## config.mk

```make
export PLATFORM = sky130hd
export DESIGN_NAME = hid_report_key_event_diff
export DESIGN_NICKNAME = d
export VERILOG_FILES = /design/src/rtl/hrked_pkg.sv /design/src/rtl/hid_report_key_event_diff.sv /design/src/rtl/hrked_lane.sv /design/src/rtl/hrked_merge.sv
export VERILOG_INCLUDE_DIRS = /design/src /design/src/rtl
export SDC_FILE = /design/constraint.sdc
export NUM_CORES = 1
export LEC_CHECK = 0
export ABC_AREA = 1
export ABC_CLOCK_PERIOD_IN_PS = 4200
export BUFFER_PORTS_ARGS = -buffer_cell sky130_fd_sc_hd__buf_2
export CAP_MARGIN = 10
export CORE_AREA = 10 10 241 197
export CTS_CLUSTER_DIAMETER = 80
export DETAILED_ROUTE_END_ITERATION = 7
export DIE_AREA = 0 0 251 207
export HOLD_SLACK_MARGIN = 0.03
export SETUP_SLACK_MARGIN = 0.02
export SLEW_MARGIN = 20
export SYNTH_ARGS = -nofsm -noshare
export SYNTH_HDL_FRONTEND = slang
export SYNTH_SLANG_ARGS = --single-unit
```

## constraint.sdc

```tcl
create_clock -name aclk -period 4.2 [get_ports aclk]
set_input_delay 0.42 -clock aclk [delete_from_list [all_inputs] [get_ports aclk]]
set_output_delay 0.42 -clock aclk [all_outputs]
set_load 0.05 [all_outputs]
```

## src/rtl/hid_report_key_event_diff_defines.svh

```systemverilog
// Assertion macros for the key event differ RTL.
`ifndef HID_REPORT_KEY_EVENT_DIFF_DEFINES_SVH
`define HID_REPORT_KEY_EVENT_DIFF_DEFINES_SVH

`ifndef SYNTHESIS
// Same-cycle implication, disabled while in reset.
`define HRKED_ASSERT_IMPL(label, clk, rstn, ante, cons, msg) \
    label: assert property (@(posedge clk) disable iff (!(rstn)) (ante) |-> (cons)) \
        else $error(msg);
// Next-cycle implication, disabled while in reset.
`define HRKED_ASSERT_NEXT(label, clk, rstn, ante, cons, msg) \
    label: assert property (@(posedge clk) disable iff (!(rstn)) (ante) |=> (cons)) \
        else $error(msg);
`else
`define HRKED_ASSERT_IMPL(label, clk, rstn, ante, cons, msg)
`define HRKED_ASSERT_NEXT(label, clk, rstn, ante, cons, msg)
`endif

`endif

```

## src/rtl/hrked_pkg.sv

```systemverilog
// Types and constants for the HID report key event differ.
package hrked_pkg;

    localparam int SLOTS      = 6;
    localparam int EVENTS     = 2 * SLOTS + 1;
    localparam int EVT_W      = $clog2(EVENTS);
    localparam int EVT_TOGGLE = EVENTS - 1;

    localparam logic [7:0] TOGGLE_MASK_RESET = 8'h04 | 8'h40;
    localparam logic [7:0] KEY_NONE          = 8'h00;

    typedef logic [SLOTS-1:0][7:0] slots_t;

    typedef struct packed {
        logic [7:0] modifier_bits;
        logic [7:0] key_slot0;
        logic [7:0] key_slot1;
        logic [7:0] key_slot2;
        logic [7:0] key_slot3;
        logic [7:0] key_slot4;
        logic [7:0] key_slot5;
    } hrked_in_t;

    typedef struct packed {
        logic [7:0] event_keycode;
        logic [7:0] event_modifier;
        logic       event_pressed;
        logic       event_last;
    } hrked_out_t;

    // Candidate events of one report, in emission order
    typedef struct packed {
        logic [EVENTS-1:0]       valid;
        logic [EVENTS-1:0][7:0]  code;
        logic [EVENTS-1:0]       pressed;
        logic [7:0]              modifier;
    } hrked_job_t;

endpackage

```

## src/rtl/hid_report_key_event_diff.sv

```systemverilog
// Top level of the HID boot keyboard report to key event differ.
//
// Input channel (s_valid/s_ready/s_data): one request per keyboard report,
// a modifier byte plus six rollover keycode slots.
// Output channel (m_valid/m_ready/m_data): key events, presses in slot
// order, then releases in slot order, then at most one modifier toggle;
// event_last marks the final event of a report. A report that changes
// nothing yields no events.
// The first event of a report goes through the job register, then the
// event output register. Events leave at one event per cycle while the
// receiver accepts; a report has at most 13 events, and the limit is the
// single event output register. s_ready rises again in the cycle the last event
// of the held report moves to the output register, so reports run back to
// back with no gap.
// Twelve compare lanes (six press, six release) evaluate a report in the
// accepting cycle; the previous report is updated at the same edge.
// cfg_we/cfg_wdata write the toggle modifier mask, taking effect at the
// next report. Reset (aresetn low, synchronous) clears the previous
// report and modifier, sets the mask to both alt keys, and empties the
// pipeline. A stalled receiver holds the output; s_ready drops once a
// report is waiting behind it.
`include "hid_report_key_event_diff_defines.svh"

module hid_report_key_event_diff
    import hrked_pkg::*;
(
    input  logic       aclk,
    input  logic       aresetn,
    input  logic       cfg_we,
    input  logic [7:0] cfg_wdata,
    input  logic       s_valid,
    output logic       s_ready,
    input  hrked_in_t  s_data,
    output logic       m_valid,
    input  logic       m_ready,
    output hrked_out_t m_data
);

    logic [7:0]       tmask_reg, tmask_next;
    logic [7:0]       prev_mod_reg, prev_mod_next;
    slots_t           prev_keys_reg, prev_keys_next;
    slots_t           new_keys;
    logic [SLOTS-1:0] press_hit, rel_hit;
    logic             accept, was_on, now_on;
    hrked_job_t       job;

    assign new_keys[0] = s_data.key_slot0;
    assign new_keys[1] = s_data.key_slot1;
    assign new_keys[2] = s_data.key_slot2;
    assign new_keys[3] = s_data.key_slot3;
    assign new_keys[4] = s_data.key_slot4;
    assign new_keys[5] = s_data.key_slot5;

    assign accept = s_valid && s_ready;

    // press lanes look for new codes missing from the previous report,
    // release lanes for previous codes missing from the new one
    for (genvar g = 0; g < SLOTS; g++) begin : g_lane
        hrked_lane u_press (
            .code   (new_keys[g]),
            .others (prev_keys_reg),
            .hit    (press_hit[g])
        );
        hrked_lane u_rel (
            .code   (prev_keys_reg[g]),
            .others (new_keys),
            .hit    (rel_hit[g])
        );
    end

    always_comb begin
        was_on = (prev_mod_reg & tmask_reg) != 8'h00;
        now_on = (s_data.modifier_bits & tmask_reg) != 8'h00;
        job.modifier = s_data.modifier_bits;
        for (int i = 0; i < SLOTS; i++) begin
            job.valid[i]           = press_hit[i];
            job.code[i]            = new_keys[i];
            job.pressed[i]         = 1'b1;
            job.valid[SLOTS + i]   = rel_hit[i];
            job.code[SLOTS + i]    = prev_keys_reg[i];
            job.pressed[SLOTS + i] = 1'b0;
        end
        job.valid[EVT_TOGGLE]   = was_on != now_on;
        job.code[EVT_TOGGLE]    = KEY_NONE;
        job.pressed[EVT_TOGGLE] = now_on;
    end

    always_comb begin
        tmask_next     = cfg_we ? cfg_wdata : tmask_reg;
        prev_mod_next  = accept ? s_data.modifier_bits : prev_mod_reg;
        prev_keys_next = accept ? new_keys : prev_keys_reg;
    end

    always_ff @(posedge aclk) begin
        if (!aresetn) begin
            tmask_reg     <= TOGGLE_MASK_RESET;
            prev_mod_reg  <= 8'h00;
            prev_keys_reg <= '0;
        end else begin
            tmask_reg     <= tmask_next;
            prev_mod_reg  <= prev_mod_next;
            prev_keys_reg <= prev_keys_next;
        end
    end

    hrked_merge u_merge (
        .aclk    (aclk),
        .aresetn (aresetn),
        .load    (accept),
        .job_in  (job),
        .take_ok (s_ready),
        .m_valid (m_valid),
        .m_ready (m_ready),
        .m_data  (m_data)
    );

    // a report's events leave without gaps until its last one
    `HRKED_ASSERT_NEXT(a_no_gap, aclk, aresetn, m_valid && m_ready && !m_data.event_last, m_valid, "gap inside one report's events")
    // a zero keycode is only the toggle event, which always closes a report
    `HRKED_ASSERT_IMPL(a_toggle_last, aclk, aresetn, m_valid && (m_data.event_keycode == KEY_NONE), m_data.event_last, "toggle event not last")

endmodule

```

## src/rtl/hrked_lane.sv

```systemverilog
// One compare lane: flags a nonzero code that is absent from the other report.
module hrked_lane
    import hrked_pkg::*;
(
    input  logic [7:0] code,
    input  slots_t     others,
    output logic       hit
);

    logic found;

    always_comb begin
        found = 1'b0;
        for (int j = 0; j < SLOTS; j++) begin
            if (others[j] == code) begin
                found = 1'b1;
            end
        end
        hit = (code != KEY_NONE) && !found;
    end

endmodule

```

## src/rtl/hrked_merge.sv

```systemverilog
// Merge stage: walks the lane flags of one report and emits one event per cycle while the receiver accepts.
module hrked_merge
    import hrked_pkg::*;
(
    input  logic       aclk,
    input  logic       aresetn,
    input  logic       load,
    input  hrked_job_t job_in,
    output logic       take_ok,
    output logic       m_valid,
    input  logic       m_ready,
    output hrked_out_t m_data
);

    logic              job_valid_reg, job_valid_next;
    hrked_job_t        job_reg, job_next;
    logic              m_valid_reg, m_valid_next;
    hrked_out_t        m_data_reg, m_data_next;
    logic [EVT_W-1:0]  sel;
    logic [EVENTS-1:0] rem;
    logic              adv, fire, done;

    always_comb begin
        sel = '0;
        for (int i = EVENTS - 1; i >= 0; i--) begin
            if (job_reg.valid[i]) begin
                sel = EVT_W'(i);
            end
        end
        rem  = job_reg.valid & ~(EVENTS'(1) << sel);
        adv  = !m_valid_reg || m_ready;
        fire = job_valid_reg && adv;
        done = fire && (rem == '0);
        take_ok = !job_valid_reg || done;
    end

    always_comb begin
        job_valid_next = job_valid_reg;
        job_next       = job_reg;
        m_valid_next   = m_valid_reg;
        m_data_next    = m_data_reg;
        if (fire) begin
            job_next.valid = rem;
            job_valid_next = !done;
            m_valid_next   = 1'b1;
            m_data_next.event_keycode  = job_reg.code[sel];
            m_data_next.event_modifier = job_reg.modifier;
            m_data_next.event_pressed  = job_reg.pressed[sel];
            m_data_next.event_last     = (rem == '0);
        end else if (m_ready) begin
            m_valid_next = 1'b0;
        end
        if (load) begin
            job_next       = job_in;
            job_valid_next = |job_in.valid;
        end
    end

    always_ff @(posedge aclk) begin
        if (!aresetn) begin
            job_valid_reg <= 1'b0;
            m_valid_reg   <= 1'b0;
        end else begin
            job_valid_reg <= job_valid_next;
            m_valid_reg   <= m_valid_next;
        end
        job_reg    <= job_next;
        m_data_reg <= m_data_next;
    end

    assign m_valid = m_valid_reg;
    assign m_data  = m_data_reg;

endmodule
```

After elaboration in Yosys (flattened, before gate mapping)
Cells that the tools add are included.
{ "totals": {"regBits": 202, "elab_cells": 253} }
{ "classes": {"n_lt_le_gt_ge": 1, "eq_ne": 73, "n_shift": 1, "muxes": 95, "n_bitwise": 4, "reduce_logical": 50} }
{ "op_table": {"columns": ["op", "n"], "rows": [
  ["8-bit == test", 72],
  ["138-bit two-way mux", 1],
  ["8-bit nonzero test", 14],
  ["1-bit two-way mux", 77],
  ["4-bit two-way mux", 13],
  ["8-bit binary-select mux with 4-bit select", 1],
  ["8-bit bitwise AND", 2],
  ["1-bit logical AND", 15],
  ["1-bit logical NOT", 15],
  ["13-bit bitwise AND", 1],
  ["13-bit logical NOT", 1],
  ["13-bit two-way mux", 1],
  ["13-bit NOT", 1],
  ["13-bit OR reduction", 1],
  ["1-bit by 4-bit left shift with 13-bit output (first input constant)", 1],
  ["8-bit two-way mux", 1],
  ["4-bit by 5-bit less-than comparator with 1-bit output (second input constant)", 1],
  ["1-bit binary-select mux with 4-bit select", 1],
  ["2-bit nonzero test", 2],
  ["1-bit logical OR", 2],
  ["1-bit inequality test", 1]
]} }

Logic depth before layout (Yosys ltp)
{ "logic_depth": {"depth_word": 21, "mapped_depth": 25, "depth_no_buf": 23} }

Modules after synthesis
A second synthesis with hierarchy kept.
{ "hier_totals": {"hier_cells": 3011, "area_unflattened_um2": 19550.0} }
{ "modules_own_cells": {"columns": ["module", "instances", "cells_per_inst", "area_per_inst_um2", "seq_area_each_um2"], "rows": [
  ["hrked_lane", 12, 183, 895.9, 0.0],
  ["hrked_merge", 1, 494, 6389.9, 4724.5],
  ["hid_report_key_event_diff", 1, 321, 2409.8, 1281.2]
]} }

Worst setup path before layout
Ideal clock, no wire load.
{ "synth_timing": {"path_kind": "register to register", "startpoint": "register u_merge.job_reg[129] (netlist name)", "endpoint": "register u_merge.job_reg[0] (netlist name), enable pin", "setup_time_ns": 0.459, "arrival_ns": 4.084, "required_ns": 3.741, "path_slack_ns": -0.342, "path_stages_with_launch": 18, "path_buffers": 2, "synth_period_minus_slack_ns": 4.542, "cell_sequence": "edfxtp_1 -> inv_2 -> nand2_1 -> nor3_4 -> nand3_2 -> buf_6 -> nor2_4 -> nand4_1 -> nand2_1 -> nand2_1 -> nor2_1 -> nand3_1 -> nor2_2 -> nand2_2 -> nand2_4 -> nand2_2 -> buf_2 -> inv_1"} }
{ "synth_between": {"elab_chain_len": 12} }
{ "synth_rtl": {"columns": ["item", "line_no", "source"], "rows": [
  ["start, declared", "hrked_merge.sv:16", "hrked_job_t job_reg, job_next;"],
  ["start signal, assigned", "hrked_merge.sv:67", "job_reg <= job_next;"],
  ["4-bit two-way mux (5 in series)", "hrked_merge.sv:26", "if (job_reg.valid[i]) begin"],
  ["1-bit by 4-bit left shift with 13-bit output", "hrked_merge.sv:30", "rem = job_reg.valid & ~(EVENTS'(1) << sel);"],
  ["13-bit NOT", "hrked_merge.sv:30", null],
  ["13-bit bitwise AND (*)", "hrked_merge.sv:30", null],
  ["13-bit logical NOT (*)", "hrked_merge.sv:33", "done = fire && (rem == '0);"],
  ["1-bit logical AND (*)", "hrked_merge.sv:33", null],
  ["1-bit logical OR (*)", "hrked_merge.sv:34", "take_ok = !job_valid_reg || done;"],
  ["1-bit logical AND (*)", "hid_report_key_event_diff.sv:54", "assign accept = s_valid && s_ready;"],
  ["named net accept", "hid_report_key_event_diff.sv:44", "logic accept, was_on, now_on;"]
]} }
Mark *: on every way through the listed nets, which the timed path passes. The rest lies on a longest branch.
A chain may end at the register's enable or synchronous reset.

Worst setup path in the final report
{ "layout_timing": {"startpoint": "register u_merge.job_reg[130] (netlist name)", "endpoint": "output port s_ready"} }
{ "layout_between": {"elab_chain_len": 12} }
{ "layout_rtl": {"columns": ["item", "line_no", "source"], "rows": [
  ["4-bit two-way mux (6 in series)", "hrked_merge.sv:26", null],
  ["1-bit by 4-bit left shift with 13-bit output", "hrked_merge.sv:30", null],
  ["13-bit NOT", "hrked_merge.sv:30", null],
  ["13-bit bitwise AND (*)", "hrked_merge.sv:30", null],
  ["13-bit logical NOT (*)", "hrked_merge.sv:33", null],
  ["1-bit logical AND (*)", "hrked_merge.sv:33", null],
  ["1-bit logical OR (*)", "hrked_merge.sv:34", null],
  ["end, declared", "hid_report_key_event_diff.sv:32", "output logic s_ready,"]
]} }
Mark *: on every way between the ends. The rest lies on a longest branch, timed or not.

==> summary.md <==
| Metric | Value |
|---|---|
| Place WS | `roughly 0.67 ns` |
| Outcome | `completed` |
| Dpl cells | `about 2100` |
| Commonest non-fill, non-tap cell in the layout | `nand2_1` |
| Drt first pass iters | `6` |
| Critical path's largest stage delay | `0.41 ns` |
| Req. time, crit path | `around 3.8 ns` |
| Post-synthesis compound-gate area fraction | `7.47%` |
| P_leak | `between 5 and 6 nW` |
| Longest Clk Path Bufs | `3` |
| Post-Syn Area | `12600 um2` |
| Die Y-Extent | `~210 um` |
| CTS Hold Bufs | `0` |
| Slew HR | `37.6%` |
| Num CTS Buffers | `21` |
| Total Routing Usage GR | `between 10% and 20%` |
| Largest net degree at the start of global routing | `97` |
| WS Path Type | `flop to output pin` |
| PwrDens | `roughly 400 nW/um2` |
| Synth Area per Inst | `7.86 um2` |
| Final Hold Fails | `0` |
| Starting Density | `29.6%` |
| Final Skew | `0.0177 ns` |
| Fin nets | `1665` |
| Core area | `roughly 43000 um2` |
| GR Util met1 | `approximately 27%` |
| Setup slack after layout | `0.535 ns` |
| Final Cycle Share | `between 80% and 90%` |
| Via/cell ratio | `roughly 5.4` |
| Clock latency on the worst-skew pair | `around 0.53 ns` |
| Row cnt | `68` |
| Clock Tree Root | `clkbuf_16` |
| Area share of fa/ha/maj cells after synthesis | `0%` |
| Final setup viols | `0` |
| Unique masters post-synth | `42` |
| Startpoint Class | `flop` |
| Gate Count Post-Synth | `approximately 1600` |
| Gp weighted congestion | `about 0.96` |
| Hold Crit Class | `input pin to flop` |
| Max frequency | `273 MHz` |
| HPWL Detailed | `38100 um` |
| CTS H-Tree Depth | `1` |
| Max reg flops | `between 100 and 150` |
| PortBufs | `between 80 and 90` |
| Slowest cell on crit path | `edfxtp_1` |
| Syn_nets | `~1700` |
| Ys async rst share | `0%` |
| First-pass GRT wire length | `about 75000 um` |
| TritonCTS clock tree | `done` |
| Sequential area share after synthesis | `roughly 43%` |
| Cell chain of the critical path | `inv_1 -> nand2_1 -> nor3_4 -> nand2_2 -> nand2_2 -> nand2_1 -> nor2_2 -> a21oi_1 -> nor2_1 -> nand2_1 -> nor2_1 -> nand3_1 -> nor2_2 -> nand2_2 -> nand2_4 -> buf_2` |
| Slew at the pin closest to its max-slew limit | `0.935 ns` |
| # fillers | `roughly 4500` |
| Number of synthesized flops with an enable pin | `~140` |
| Met3 global-route usage | `between 3 and 4%` |
| Iter 0 DRT Violations | `between 1500 and 2000` |
| Crit Path Max Fanout | `20` |
| Horiz. Die Dim | `around 250 um` |
| Main combinational cell family by area after synthesis | `simple AND/OR/NAND/NOR gates` |
| FF/Latch Area | `roughly 5400 um2` |
| Post-Synth Simple-Gate Area | `~28%` |
| Crit end category | `output pin` |
| Final WL | `around 52000 um` |
| Multi-input gate area | `between 6000 and 7000 um2` |
| DRC | `0` |
| RSZ-0062 raised after global routing | `no` |
| Antenna Nets Post-Route | `0` |
| Commonest non-fill, non-tap cells in the layout | `nand2_1 (370), edfxtp_1 (136), nand3_1 (124), inv_1 (123), nor2_1 (122)` |
| Initial antenna violation count | `0` |
| Via Count | `11774` |
| GRT Max-Usage Layer | `met2` |
| Max-cap violations | `0` |
| Grt ovf | `0` |
| Post-synth top flop | `edfxtp_1` |
| Clk slew on worst S/H paths | `approximately 0.060 ns` |
| Die area | `52000 um2` |
| Met2 usage | `roughly 29%` |
| Number of top-level pins | `between 80 and 90` |
| Setup Fix Bufs, Post-CTS | `0` |
| Setup total negative slack | `0 ns` |
| Minimum clock period | `approximately 3.7 ns` |
| Post-CTS sizing | `0` |
| Yosys Warn Count | `0` |
| Routed wire per std cell | `about 24 um` |
| Area growth from synthesis to layout | `10.6%` |
| Max VDD drop | `~220 uV` |
| Flops & latches, synth | `202` |
| Post-synthesis mux area share | `0%` |
| CTS Sinks | `about 200` |
| Area share of xor/xnor cells in the synthesized design | `12.5%` |
| CP arrival | `roughly 3.2 ns` |
| Non-filler instance count after layout | `~2200` |
| Max Slew Vio Count | `0` |
| Final hold slack | `0.0949 ns` |
| Vias in the first global route | `10819` |
| Layout cell share with drive strength beyond 1 | `11.4%` |
-- layout make-up --
class / count / area share, %
antenna: 1 / 0.0179
clock buffer: 28 / 4.09
clock inverter: 9 / 0.385
inverter: 132 / 3.57
multi-input combinational: 1128 / 43.5
sequential: 202 / 38.7
tap: 560 / 5.02
timing repair buffer: 111 / 4.76
-- through the flow --
step | util (%) | instance area (um2) | power [mW]
6_report | 32.8 | 14000 | 5.56
5_1_grt | 32.8 | 14000 | 5.78
4_1_cts | 32.7 | 13900 | 5.55
3_5_place_dp | 31.3 | 13300 | 3.80
3_3_place_gp | 31.2 | 13300 | 3.78
2_1_floorplan | - | 12600 | 3.36
-- per-layer routing --
metal	routed length [um]	part of all wire, %
met1	22700	44
met2	22700	44
met3	5320	10
met4	1350	2.6
met5	0	0
-- cell usage after synthesis (7+ instances only) --
cell,count,area [um2]
xor2_1,65,569
nor3_1,15,75.1
buf_1,9,33.8
dfxtp_1,66,1320
a221oi_1,12,105
clkbuf_1,110,413
o211ai_1,8,60.1
inv_1,124,465
inv_2,7,26.3
o21ai_1,14,70.1
buf_2,14,70.1
xnor2_1,116,1020
nor2_1,124,465
nand2_2,7,43.8
nand3_1,124,621
a21oi_1,94,470
nor4_1,27,169
edfxtp_1,136,4080
o21ai_0,17,85.1
a21oi_2,10,87.6
nand2_1,370,1390
nand4_1,95,594
-- critical path, delay by kind of cell (launching register included) --
| kind | cells | cell delay [ns] |
|---|---|---|
| buffers and inverters | 2 | 0.44 |
| AOI/OAI and AO/OA | 1 | 0.11 |
| DFF | 1 | 0.41 |
| and+or+nand+nor | 13 | 1.76 |
-- report_power, final --
part / total (mW) / internal (mW) / switching [mW]
logic: 1.28 / 0.416 / 0.860
clock network: 1.77 / 0.960 / 0.812
registers: 2.51 / 2.30 / 0.214
-- logic make-up after synthesis --
| kind of cell | Yosys count |
|---|---|
| buffers and inverters | 277 |
| XOR/XNOR | 181 |
| AND/OR/NAND/NOR | 784 |
| flip-flops | 202 |
| AO/OA/AOI/OAI | 163 |
-- path summary, 6_finish.rpt --
| check | startpoint | end | slack [ns] | depth (start not counted) |
|---|---|---|---|---|
| max | u_merge.job_reg[130] | s_ready | 0.54 | 16 |
| min | s_data[55] | u_merge.job_reg[7] | 0.09 | 1 |
| max reg2reg | u_merge.job_reg[130] | u_merge.job_reg[55] | 0.66 | 18 |
| min reg2reg | u_merge.job_reg[6] | u_merge.m_data[8] | 0.42 | 0 |
(Power assumes the default switching activity.)
